$ cat config.mk
export PLATFORM = sky130hd
export DESIGN_NAME = topk_nearest_max_heap
export DESIGN_NICKNAME = d
export VERILOG_FILES = /design/src/rtl/core/tnmh_pkg.sv /design/src/rtl/core/tnmh_heap_mem.sv /design/src/rtl/core/tnmh_engine.sv /design/src/rtl/core/topk_nearest_max_heap.sv
export SDC_FILE = /design/constraint.sdc
export NUM_CORES = 2
export LEC_CHECK = 0
export ABC_AREA = 0
export BUFFER_PORTS_ARGS = -buffer_cell sky130_fd_sc_hd__buf_2
export CAP_MARGIN = 20
export CORE_ASPECT_RATIO = 1.25
export CORE_MARGIN = 5
export CORE_UTILIZATION = 30
export CTS_CLUSTER_SIZE = 25
export DETAILED_ROUTE_END_ITERATION = 10
export GPL_TIMING_DRIVEN = 0
export PLACE_DENSITY_LB_ADDON = 0.08
export SYNTH_ARGS = -nofsm -noshare
export SYNTH_HDL_FRONTEND = slang
export SYNTH_SLANG_ARGS = --single-unit
$ cat constraint.sdc
create_clock -name clk -period 8.1 [get_ports clk]
set_input_delay 1.62 -clock clk [delete_from_list [all_inputs] [get_ports clk]]
set_output_delay 1.62 -clock clk [all_outputs]
set_load 0.05 [all_outputs]
$ cat src/rtl/core/tnmh_pkg.sv
// shared types, constants and helpers for the top-k nearest max-heap
`default_nettype none
package tnmh_pkg;

    localparam int MAX_NEIGHBORS = 16;
    localparam int ADDR_W  = (MAX_NEIGHBORS > 1) ? $clog2(MAX_NEIGHBORS) : 1;
    localparam int CNT_W   = $clog2(MAX_NEIGHBORS + 1);
    localparam int CHILD_W = CNT_W + 1;
    localparam int ID_W    = 32;
    localparam int DIST_W  = 32;
    localparam int POS_W   = 6;
    localparam int K_W     = 7;

    localparam logic REQ_OFFER = 1'b0;
    localparam logic REQ_DRAIN = 1'b1;

    typedef struct packed {
        logic [ID_W-1:0]   id;
        logic [DIST_W-1:0] distance;
    } entry_t;

    localparam entry_t EMPTY_ENTRY = '{id: '1, distance: '1};

    typedef struct packed {
        logic              rd_en;
        logic [ADDR_W-1:0] rd_addr_a;
        logic [ADDR_W-1:0] rd_addr_b;
        logic              wr_en;
        logic [ADDR_W-1:0] wr_addr;
        entry_t            wr_data;
        logic              clr_all;
    } mem_req_t;

    typedef struct packed {
        logic [ID_W-1:0]   index;
        logic [DIST_W-1:0] distance;
        logic [POS_W-1:0]  position;
        logic              last;
    } res_t;

    // clamp the configured neighbor count into 1..MAX_NEIGHBORS
    function automatic logic [CNT_W-1:0] eff_k(input logic [K_W-1:0] nn);
        logic [CNT_W-1:0] k;
        if (nn == '0)
        begin
            k = CNT_W'(1);
        end
        else if (int'(nn) > MAX_NEIGHBORS)
        begin
            k = CNT_W'(MAX_NEIGHBORS);
        end
        else
        begin
            k = CNT_W'(nn);
        end
        return k;
    endfunction

endpackage
`default_nettype wire

$ cat src/rtl/core/tnmh_heap_mem.sv
// heap storage: two read ports, one write port, per-entry valid flags
`default_nettype none
module tnmh_heap_mem
    import tnmh_pkg::*;
(
    input  wire logic     clk,
    input  wire logic     rst_n,
    input  wire mem_req_t mem_req,
    output entry_t        rd_data_a,
    output entry_t        rd_data_b
);

    entry_t                   mem [MAX_NEIGHBORS];
    logic [MAX_NEIGHBORS-1:0] vld_reg;
    entry_t                   qa_reg;
    entry_t                   qb_reg;
    logic                     qa_vld_reg;
    logic                     qb_vld_reg;

    always_ff @(posedge clk)
    begin
        if (mem_req.wr_en)
        begin
            mem[mem_req.wr_addr] <= mem_req.wr_data;
        end
        if (mem_req.rd_en)
        begin
            qa_reg <= mem[mem_req.rd_addr_a];
            qb_reg <= mem[mem_req.rd_addr_b];
        end
    end

    always_ff @(posedge clk or negedge rst_n)
    begin
        if (!rst_n)
        begin
            vld_reg    <= '0;
            qa_vld_reg <= 1'b0;
            qb_vld_reg <= 1'b0;
        end
        else
        begin
            if (mem_req.clr_all)
            begin
                vld_reg <= '0;
            end
            else if (mem_req.wr_en)
            begin
                vld_reg[mem_req.wr_addr] <= 1'b1;
            end
            if (mem_req.rd_en)
            begin
                qa_vld_reg <= vld_reg[mem_req.rd_addr_a];
                qb_vld_reg <= vld_reg[mem_req.rd_addr_b];
            end
        end
    end

    // entries never written since reset or drain read as empty
    assign rd_data_a = qa_vld_reg ? qa_reg : EMPTY_ENTRY;
    assign rd_data_b = qb_vld_reg ? qb_reg : EMPTY_ENTRY;

endmodule
`default_nettype wire

$ cat src/rtl/core/tnmh_engine.sv
// sequencer: duplicate scan, sift-down and heap-sort drain over the heap memory
`default_nettype none
module tnmh_engine
    import tnmh_pkg::*;
(
    input  wire logic              clk,
    input  wire logic              rst_n,
    input  wire logic              in_valid,
    input  wire logic              req_type,
    input  wire logic [ID_W-1:0]   cand_index,
    input  wire logic [DIST_W-1:0] cand_dist,
    input  wire logic [K_W-1:0]    k_cfg,
    output logic                   busy,
    output mem_req_t               mem_req,
    input  wire entry_t            rd_data_a,
    input  wire entry_t            rd_data_b,
    input  wire logic              res_ready,
    output logic                   res_emit,
    output res_t                   res
);

    localparam logic [2:0] S_IDLE     = 3'd0;
    localparam logic [2:0] S_DUP_RD   = 3'd1;
    localparam logic [2:0] S_DUP_CHK  = 3'd2;
    localparam logic [2:0] S_SIFT_RD  = 3'd3;
    localparam logic [2:0] S_SIFT_CHK = 3'd4;
    localparam logic [2:0] S_DR_RD    = 3'd5;
    localparam logic [2:0] S_DR_EMIT  = 3'd6;

    logic [2:0]        state_reg, state_next;
    logic [CNT_W-1:0]  k_reg, k_next;
    logic [CNT_W-1:0]  size_reg, size_next;
    logic [CNT_W-1:0]  n_reg, n_next;
    logic [CNT_W-1:0]  base_reg, base_next;
    logic [ADDR_W-1:0] pos_reg, pos_next;
    logic              drain_reg, drain_next;
    logic              drop_reg, drop_next;
    entry_t            cand_reg, cand_next;

    logic [CHILD_W-1:0] child_l;
    logic [CHILD_W-1:0] child_r;
    logic [CHILD_W-1:0] base_p1;
    logic [CHILD_W-1:0] base_p2;
    logic [CNT_W-1:0]   n_m1;
    logic [CNT_W-1:0]   k_in;
    logic               hit_a;
    logic               hit_b;
    logic               root_fail;
    logic               drop_any;
    logic               go_r;
    logic               go_l;

    assign child_l  = (CHILD_W'(pos_reg) << 1) + CHILD_W'(1);
    assign child_r  = (CHILD_W'(pos_reg) << 1) + CHILD_W'(2);
    assign base_p1  = CHILD_W'(base_reg) + CHILD_W'(1);
    assign base_p2  = CHILD_W'(base_reg) + CHILD_W'(2);
    assign n_m1     = n_reg - CNT_W'(1);
    assign k_in     = eff_k(k_cfg);

    assign hit_a     = (rd_data_a.id == cand_reg.id);
    assign hit_b     = (base_p1 < CHILD_W'(k_reg)) && (rd_data_b.id == cand_reg.id);
    assign root_fail = (base_reg == '0) && (cand_reg.distance >= rd_data_a.distance);
    assign drop_any  = drop_reg | hit_a | hit_b | root_fail;

    // right child wins only when strictly larger than both left child and candidate
    assign go_r = (child_r < CHILD_W'(size_reg))
                  && (rd_data_b.distance > rd_data_a.distance)
                  && (rd_data_b.distance > cand_reg.distance);
    assign go_l = (child_l < CHILD_W'(size_reg)) && (rd_data_a.distance > cand_reg.distance);

    assign busy = (state_reg != S_IDLE);

    always_comb
    begin
        state_next = state_reg;
        k_next     = k_reg;
        size_next  = size_reg;
        n_next     = n_reg;
        base_next  = base_reg;
        pos_next   = pos_reg;
        drain_next = drain_reg;
        drop_next  = drop_reg;
        cand_next  = cand_reg;
        mem_req    = '0;
        res_emit   = 1'b0;
        res        = '0;

        unique case (state_reg)
            S_IDLE:
            begin
                if (in_valid)
                begin
                    k_next    = k_in;
                    cand_next = '{id: cand_index, distance: cand_dist};
                    drop_next = 1'b0;
                    base_next = '0;
                    if (req_type == REQ_DRAIN)
                    begin
                        n_next     = k_in;
                        state_next = S_DR_RD;
                    end
                    else
                    begin
                        state_next = S_DUP_RD;
                    end
                end
            end
            S_DUP_RD:
            begin
                mem_req.rd_en     = 1'b1;
                mem_req.rd_addr_a = base_reg[ADDR_W-1:0];
                mem_req.rd_addr_b = base_p1[ADDR_W-1:0];
                state_next        = S_DUP_CHK;
            end
            S_DUP_CHK:
            begin
                drop_next = drop_any;
                if (base_p2 >= CHILD_W'(k_reg))
                begin
                    if (drop_any)
                    begin
                        state_next = S_IDLE;
                    end
                    else
                    begin
                        pos_next   = '0;
                        size_next  = k_reg;
                        drain_next = 1'b0;
                        state_next = S_SIFT_RD;
                    end
                end
                else
                begin
                    base_next  = base_p2[CNT_W-1:0];
                    state_next = S_DUP_RD;
                end
            end
            S_SIFT_RD:
            begin
                mem_req.rd_en     = 1'b1;
                mem_req.rd_addr_a = child_l[ADDR_W-1:0];
                mem_req.rd_addr_b = child_r[ADDR_W-1:0];
                state_next        = S_SIFT_CHK;
            end
            S_SIFT_CHK:
            begin
                mem_req.wr_en   = 1'b1;
                mem_req.wr_addr = pos_reg;
                priority if (go_r)
                begin
                    mem_req.wr_data = rd_data_b;
                    pos_next        = child_r[ADDR_W-1:0];
                    state_next      = S_SIFT_RD;
                end
                else if (go_l)
                begin
                    mem_req.wr_data = rd_data_a;
                    pos_next        = child_l[ADDR_W-1:0];
                    state_next      = S_SIFT_RD;
                end
                else
                begin
                    mem_req.wr_data = cand_reg;
                    if (drain_reg)
                    begin
                        n_next     = size_reg;
                        state_next = S_DR_RD;
                    end
                    else
                    begin
                        state_next = S_IDLE;
                    end
                end
            end
            S_DR_RD:
            begin
                mem_req.rd_en     = 1'b1;
                mem_req.rd_addr_a = '0;
                mem_req.rd_addr_b = n_m1[ADDR_W-1:0];
                state_next        = S_DR_EMIT;
            end
            S_DR_EMIT:
            begin
                if (res_ready)
                begin
                    res_emit     = 1'b1;
                    res.index    = rd_data_a.id;
                    res.distance = rd_data_a.distance;
                    res.position = POS_W'(n_m1);
                    res.last     = (n_m1 == '0);
                    if (n_m1 == '0)
                    begin
                        mem_req.clr_all = 1'b1;
                        state_next      = S_IDLE;
                    end
                    else
                    begin
                        cand_next  = rd_data_b;
                        size_next  = n_m1;
                        pos_next   = '0;
                        drain_next = 1'b1;
                        state_next = S_SIFT_RD;
                    end
                end
            end
            default:
            begin
                state_next = S_IDLE;
            end
        endcase
    end

    always_ff @(posedge clk or negedge rst_n)
    begin
        if (!rst_n)
        begin
            state_reg <= S_IDLE;
            k_reg     <= '0;
            size_reg  <= '0;
            n_reg     <= '0;
            base_reg  <= '0;
            pos_reg   <= '0;
            drain_reg <= 1'b0;
            drop_reg  <= 1'b0;
        end
        else
        begin
            state_reg <= state_next;
            k_reg     <= k_next;
            size_reg  <= size_next;
            n_reg     <= n_next;
            base_reg  <= base_next;
            pos_reg   <= pos_next;
            drain_reg <= drain_next;
            drop_reg  <= drop_next;
        end
    end

    always_ff @(posedge clk)
    begin
        cand_reg <= cand_next;
    end

    a_emit_ready: assert property (@(posedge clk) disable iff (!rst_n)
        res_emit |-> res_ready)
        else $error("result emitted while output register is full");

    a_last_ends: assert property (@(posedge clk) disable iff (!rst_n)
        (res_emit && res.last) |=> (state_reg == S_IDLE))
        else $error("drain continued after its last result");

    a_sift_in_heap: assert property (@(posedge clk) disable iff (!rst_n)
        (state_reg == S_SIFT_RD) |-> (CNT_W'(pos_reg) < size_reg))
        else $error("sift position outside the active heap");

    a_write_in_k: assert property (@(posedge clk) disable iff (!rst_n)
        mem_req.wr_en |-> (CNT_W'(mem_req.wr_addr) < k_reg))
        else $error("heap write beyond the neighbor count");

    a_no_wr_clr: assert property (@(posedge clk) disable iff (!rst_n)
        mem_req.clr_all |-> !mem_req.wr_en && (state_reg == S_DR_EMIT))
        else $error("heap cleared outside the end of a drain");

endmodule
`default_nettype wire

$ cat src/rtl/core/topk_nearest_max_heap.sv
// top level: k nearest neighbors kept in a bounded max-heap
//
// input channel (in_valid/in_stall): req_type 0 offers (cand_index, cand_dist),
// req_type 1 drains the heap. one transfer is taken only while the engine is
// idle; in_stall is high for the whole time an item is processed.
// an offer is dropped if its distance is not below the root or its index is
// already among the first k entries; otherwise it replaces the root and sifts
// down. the duplicate scan reads two heap entries at a time over the two
// heap read ports; each sift level is a read step then a compare/write step.
// a drain emits k results on the output channel (out_valid/out_stall), largest
// distance first, tagged with the sorted position and last on position 0.
// between results the last heap entry is sifted down from the root through
// the heap memory. after a drain the heap is empty. the output register
// frees the engine while a result waits; a stalled receiver holds the drain
// in place. reset empties the heap through per-entry valid flags and sets
// num_neighbors (APB offset 0) to 16.
`default_nettype none
module topk_nearest_max_heap
    import tnmh_pkg::*;
(
    input  wire logic              clk,
    input  wire logic              rst_n,
    input  wire logic              psel,
    input  wire logic              penable,
    input  wire logic              pwrite,
    input  wire logic [2:0]        paddr,
    input  wire logic [31:0]       pwdata,
    output logic [31:0]            prdata,
    output logic                   pready,
    input  wire logic              in_valid,
    output logic                   in_stall,
    input  wire logic              req_type,
    input  wire logic [ID_W-1:0]   cand_index,
    input  wire logic [DIST_W-1:0] cand_dist,
    output logic                   out_valid,
    input  wire logic              out_stall,
    output logic [ID_W-1:0]        out_index,
    output logic [DIST_W-1:0]      out_dist,
    output logic [POS_W-1:0]       out_position,
    output logic                   last
);

    logic [K_W-1:0] num_neighbors_reg;
    logic           busy;
    logic           res_ready;
    logic           res_emit;
    res_t           res;
    mem_req_t       mem_req;
    entry_t         rd_data_a;
    entry_t         rd_data_b;
    logic           out_valid_reg, out_valid_next;
    res_t           out_reg;
    logic           reg_hit;

    assign pready  = 1'b1;
    assign reg_hit = (paddr[2] == 1'b0);
    assign prdata  = reg_hit ? {{(32 - K_W){1'b0}}, num_neighbors_reg} : '0;

    always_ff @(posedge clk or negedge rst_n)
    begin
        if (!rst_n)
        begin
            num_neighbors_reg <= K_W'(16);
        end
        else if (psel && penable && pwrite && pready && reg_hit)
        begin
            num_neighbors_reg <= pwdata[K_W-1:0];
        end
    end

    assign in_stall = busy;

    tnmh_heap_mem u_mem (
        .clk       (clk),
        .rst_n     (rst_n),
        .mem_req   (mem_req),
        .rd_data_a (rd_data_a),
        .rd_data_b (rd_data_b)
    );

    tnmh_engine u_engine (
        .clk        (clk),
        .rst_n      (rst_n),
        .in_valid   (in_valid),
        .req_type   (req_type),
        .cand_index (cand_index),
        .cand_dist  (cand_dist),
        .k_cfg      (num_neighbors_reg),
        .busy       (busy),
        .mem_req    (mem_req),
        .rd_data_a  (rd_data_a),
        .rd_data_b  (rd_data_b),
        .res_ready  (res_ready),
        .res_emit   (res_emit),
        .res        (res)
    );

    // output register, refilled in the cycle its transfer completes
    assign res_ready      = !out_valid_reg || !out_stall;
    assign out_valid_next = res_emit || (out_valid_reg && out_stall);

    always_ff @(posedge clk or negedge rst_n)
    begin
        if (!rst_n)
        begin
            out_valid_reg <= 1'b0;
        end
        else
        begin
            out_valid_reg <= out_valid_next;
        end
    end

    always_ff @(posedge clk)
    begin
        if (res_emit)
        begin
            out_reg <= res;
        end
    end

    assign out_valid    = out_valid_reg;
    assign out_index    = out_reg.index;
    assign out_dist     = out_reg.distance;
    assign out_position = out_reg.position;
    assign last         = out_reg.last;

endmodule
`default_nettype wire
# Word-level counts from Yosys, hierarchy flattened
# Memories as Yosys holds them, arrays and structs flattened. A register that Yosys moved wholly into a read port is not among the register bits.
# Index checks and enable logic that the tools add are counted.
# op_classes
addsub	5
n_mux	66
n_reduce_logical	34
n_div	0
eq_ne	19
bitwise	5
magnitude_cmp	13
n_mul	0
n_shift	0
# ops
cell	n
64-bit two-way mux	7
64-bit one-hot mux with 2 select lines	1
32-bit > comparator	3
69-bit two-way mux	1
5-bit two-way mux	13
32-bit equality test	2
32-bit greater-or-equal comparator	1
16-bit two-way mux	2
5-bit one-hot mux with 2 select lines	3
9-bit one-hot mux with 3 select lines	1
4-bit two-way mux	6
3-bit one-hot mux with 7 select lines	1
6-bit by 5-bit < comparator with 1-bit output	3
3-bit two-way mux	6
2-bit inequality test (second input constant)	8
16-bit bitwise OR	1
4-bit by 5-bit < comparator with 1-bit output (second input constant)	3
1-bit two-way mux	15
5-bit by 1-bit adder with 6-bit output (second input constant)	2
5-bit by 2-bit adder with 6-bit output (second input constant)	2
4-bit one-hot mux with 3 select lines	1
6-bit AND reduction	2
1-bit logical AND	10
5-bit logical NOT	2
other kinds (26)	46
# totals
memories	1
ram_bits	1024
out_inout_bits	106
ff_bits	190
latch_bits	0
rom_bits	0
in_bits	107
word_cells	163
# mem_list
memory	words	width	rd	rd_ports_with_merged_regs	wr	line	rtl
u_mem.mem	16	64	2	2	1	tnmh_heap_mem.sv:13	entry_t mem [MAX_NEIGHBORS];

# Longest topological paths before layout
# depth
depth_word	13
ltp_mapped	19
mapped_depth_nobuf	12

# Hierarchy
# Synthesis repeated with hierarchy kept, for this count alone.
# hier_totals
hier_cells	3555
area_unflattened_um2	64386.8
# modules_own_cells
module	seq_area_each_um2	cells_per_inst	area_per_inst_um2	n_inst
tnmh_heap_mem	35043.6	2169	51703.3	1
tnmh_engine	2622.5	1262	9973.3	1
topk_nearest_max_heap	2333.5	124	2710.1	1

# Worst setup path before layout
# No wires, ideal clock.
# synth_timing
kind	reg2reg
start	register u_engine.state_reg[0]
end	memory u_mem.mem[4][0] in the netlist's numbering, enable pin
setup_slack_ns	0.109
stages_incl_launch_ff	6
period_less_slack_ns	7.991
n_path_buf	3
required_time_ns	7.453
setup_ns	0.647
arrival_time_ns	7.344
cell_sequence	dfrtp_1 > buf_2 > clkbuf_1 > or2_2 > clkbuf_1 > nor4_1
# synth_between
elab_chain_cells	4
# synth_lines
item	line	rtl
from (decl)	tnmh_engine.sv:30	logic [2:0] state_reg, state_next;
from (signal assigned)	tnmh_engine.sv:228	state_reg <= state_next;
3-bit equality test *	tnmh_engine.sv:88	unique case (state_reg)
69-bit two-way mux *	tnmh_engine.sv:88	
1-bit two-way mux	tnmh_heap_mem.sv:22	if (mem_req.wr_en)
1-bit two-way mux (not written as such)	tnmh_heap_mem.sv:24	mem[mem_req.wr_addr] <= mem_req.wr_data;
to (decl)	tnmh_heap_mem.sv:13	
# Mark *: on every way between the ends. The rest lies on a longest branch, timed or not.

==> results.ini <==
[run_status]
status = complete, no violations

[worst_setup_path]
r2r-end = u_mem.mem[2][15]$_DFFE_PP_
arrival_ns = 8.42
cp-start-kind = flop
cp_max_fo = 11
crit_type = flop to flop
path_common_cell = buf_2
rrSetupSlack_ns = 0.34
reg2reg_depth = 18
worstSetupEndpointType = flop
worstPathCellList = buf_4 > buf_2 > clkbuf_1 > clkbuf_1 > nand2b_1 > ha_1 > nand2_1 > nor4_1 > nor4b_1 > a311oi_1 > o211ai_1 > a211oi_4 > buf_12 > buf_2 > buf_2 > a211o_1 > a21oi_1 > buf_4
r2r-start = u_mem.qb_vld_reg$_DFFE_PN0N_
slowest_stage = nor4b_1
cp_slowest_stage_delay_ns = 1.03
crit_required_ns = 8.75

[layout]
register_area_um2 = 40000
postLayoutCoreUtil_pct = 35.7
nFillCells = 20900
multi_input_area_um2 = 23800
area_delta_synth_final_pct = 18.3
num-nets-final = 4975
largest_reg_flops = 1024
drive_gt1_share_pct = 26.3
regMostFlops = u_mem.mem

[die]
core_um2 = 217000
die_x_um = 427
std_cell_rows = 191
die_area_um2 = 227000
chipHeight_um = 532
initial_utilization_pct = 30.2
ios = 213

[placed_design]
dp_hpwl_mm = 188
gp_congestion = 0.863
portBuffers = 158

[global_routing]
antenna_found_initial = 22
grt_overflow = 0
grt_pass1_wl_mm = 352
gr-usage-met3_pct = 2.88
grt_pass1_vias = 43000
use_met2_pct = 38.1
grt_use_total_pct = 22.2
grt_max_degree = 78
grt_busiest_layer = met2
use_met1_pct = 29.3

[timing]
hold_viol = 0
post-route-min-period_ns = 7.76
skew_ns = 0.0288
slew_viol_final = 0
max_slew_margin_pct = 18.9
hold-worst-slack_ns = 0.519
grt_setup_unrepaired = no
min_period_over_period_pct = 95.8
max_freq_ghz = 0.129
setup_viol = 0
tightest_slew_ns = 1.20

[power_and_ir_drop]
vdd_drop_max_v = 0.000230
p_leak_uw = 0.0263
powerDensity_nw_per_um2 = 398

[cts]
cts_num_sinks = 1340
cts.path.max_buffers = 3
clockRootBuffer = clkbuf_16
cts_max_level = 4
cts_made_buffers = 154
insertion_delay_ns = 0.82
cts_tree = done
cts_hold_buf = 0
clkTransAtPathRegs_ns = 0.06

[hold_path]
hp-start = u_mem.vld_reg[3]$_DFFE_PN0P_
holdPathStages = 2
holdPathEnd = u_mem.vld_reg[3]$_DFFE_PN0P_
min_path_type = flop to flop

[yosys]
synth-adder-area-share_pct = 2.20
synth_edf_count = 1286
syn_area_um2 = 65300
syn_area_per_cell_um2 = 15.4
synth-simple-area-share_pct = 8.06
synth_most_common_cell = edfxtp_1
synthMuxAreaShare_pct = 18.9
ys_types = 77
ys_seq_area_share_pct = 61.2
async_flop_share_pct = 4.03
ys_warn_count = 0
ys.flop_type = edfxtp_1
synth_compound_area_share_pct = 6.31
synthCells = 4244
yosys-top-cells-area = edfxtp_1, mux4_2, nand2_1
synthXorXnorAreaFrac_pct = 0.389
synth_top_family_by_area = multiplexers
yosys.area.top_type_share_pct = 59.2
synthTopCellsByCount = edfxtp_1, mux4_2, nand2_1, nor2_1, clkbuf_1
synth-seq-cells = 1340
netlist.top_cell.by_area = edfxtp_1

[routing]
wirelength_mm = 257
via_per_inst = 5.45
first_pass_iters = 5
routedWlPerCell_um = 33.0
drt_iter0_drc = 4131
vias = 42400
ant_nets = 0
drc = 0

[run]
drv_cap = 0

-- final cells by class --
| class | count | area share, % |
|---|---|---|
| plain buffers | 324 | 1.91 |
| well taps | 2895 | 4.69 |
| inverters | 119 | 0.588 |
| flip-flops and latches | 1340 | 51.8 |
| multi-input cells | 2486 | 30.8 |
| clock inverters | 82 | 1.06 |
| diodes | 12 | 0.0389 |
| clock buffers | 194 | 5.27 |
| repair buffers | 328 | 3.90 |
-- routing by layer --
metal / routed length (µm) / vias up
met1: 106000 / 22700
met2: 129000 / 1610
met4: 8150 / 0
met5: 0 / -
met3: 13700 / 268
li1: - / 17800
-- through the flow --
stage                     std cells  setup slack [ns]  TNS (ns)  power (µW)  area [µm²]
after CTS                      7760            0.0199         0       31000       77100
after floorplan                4269             0.109         0       18200       65400
final                          7780             0.336         0       30700       77200
after global placement         7322            -10.48  -5507.57       23700       69800
after global routing           7770             0.148         0       32200       77200
after detailed placement       7482             -1.68  -1149.49       23900       72100
-- cells by family after synthesis --
| logic type | count (synthesis) |
|---|---|
| multiplexers | 579 |
| adder cells (fa/ha/maj) | 115 |
| AND/OR/NAND/NOR | 1116 |
| flip-flops | 1340 |
| other | 2 |
| AO/OA/AOI/OAI | 620 |
| XOR/XNOR | 29 |
| buffers and inverters | 443 |
-- worst max-delay path by stage --
stage	from	to	slack, ns	cells after the start
after global routing	u_mem.qa_vld_reg$_DFFE_PN0N_	u_mem.mem[8][14]$_DFFE_PP_	0.15	19
after detailed placement	u_mem.qa_vld_reg$_DFFE_PN0N_	u_mem.mem[12][27]$_DFFE_PP_	-1.68	17
final	u_mem.qb_vld_reg$_DFFE_PN0N_	u_mem.mem[2][15]$_DFFE_PP_	0.34	18
after floorplan	u_engine.state_reg[0]$_DFFE_PN0P_	u_mem.mem[4][0]$_DFFE_PP_	0.11	5
after CTS	u_mem.qa_vld_reg$_DFFE_PN0N_	u_mem.mem[4][53]$_DFFE_PP_	0.02	19
after global placement	u_engine.state_reg[0]$_DFFE_PN0P_	u_mem.mem[4][46]$_DFFE_PP_	-10.48	5
-- cells in the final DEF (no fill, tap or decap), types with 22 or more instances in the layout --
cell type and count:
edfxtp_1 1286, mux4_2 520, nand2_1 506, buf_2 240, clkbuf_1 204, nor2_1 193, clkbuf_16 156, a211oi_1 135
a31oi_1 134, and2_1 130, inv_1 116, ha_1 115, a21oi_1 109, buf_4 87, o21ai_0 83, nand2b_1 65
buf_6 65, nor2b_1 64, dfrtp_1 53, a211o_1 32, mux2_2 32, clkinv_1 27, conb_1 27, buf_12 26
mux2i_1 25, nand3_1 24, nand4_1 24, xor2_1 23, buf_1 23, and3_1 22, clkinv_2 22
-- power by group --
| part | switching, µW | total [µW] | internal, µW |
|---|---|---|---|
| Sequential | 670 | 10100 | 9420 |
| Clock | 3000 | 6950 | 3960 |
| Combinational | 8850 | 13700 | 4840 |
-- what timing repair did --
| action | 4_1_cts | 5_1_grt |
|---|---|---|
| setup buffers | 2 | 0 |
| pin swaps | 2 | 0 |
| gates resized for setup | 19 | 4 |
| endpoints found under the setup margin | 1028 | 314 |
| cloned | 0 | 0 |
-- critical path, delay by kind of cell (launching register included) --
family                   cells  cell delay (ns)
buffers and inverters        8             3.17
AND/OR/NAND/NOR              4             2.21
AO/OA/AOI/OAI                5             1.38
flip-flops                   1             0.41
adder cells (fa/ha/maj)      1             0.37
No activity file was read; power rests on OpenSTA's default activity.
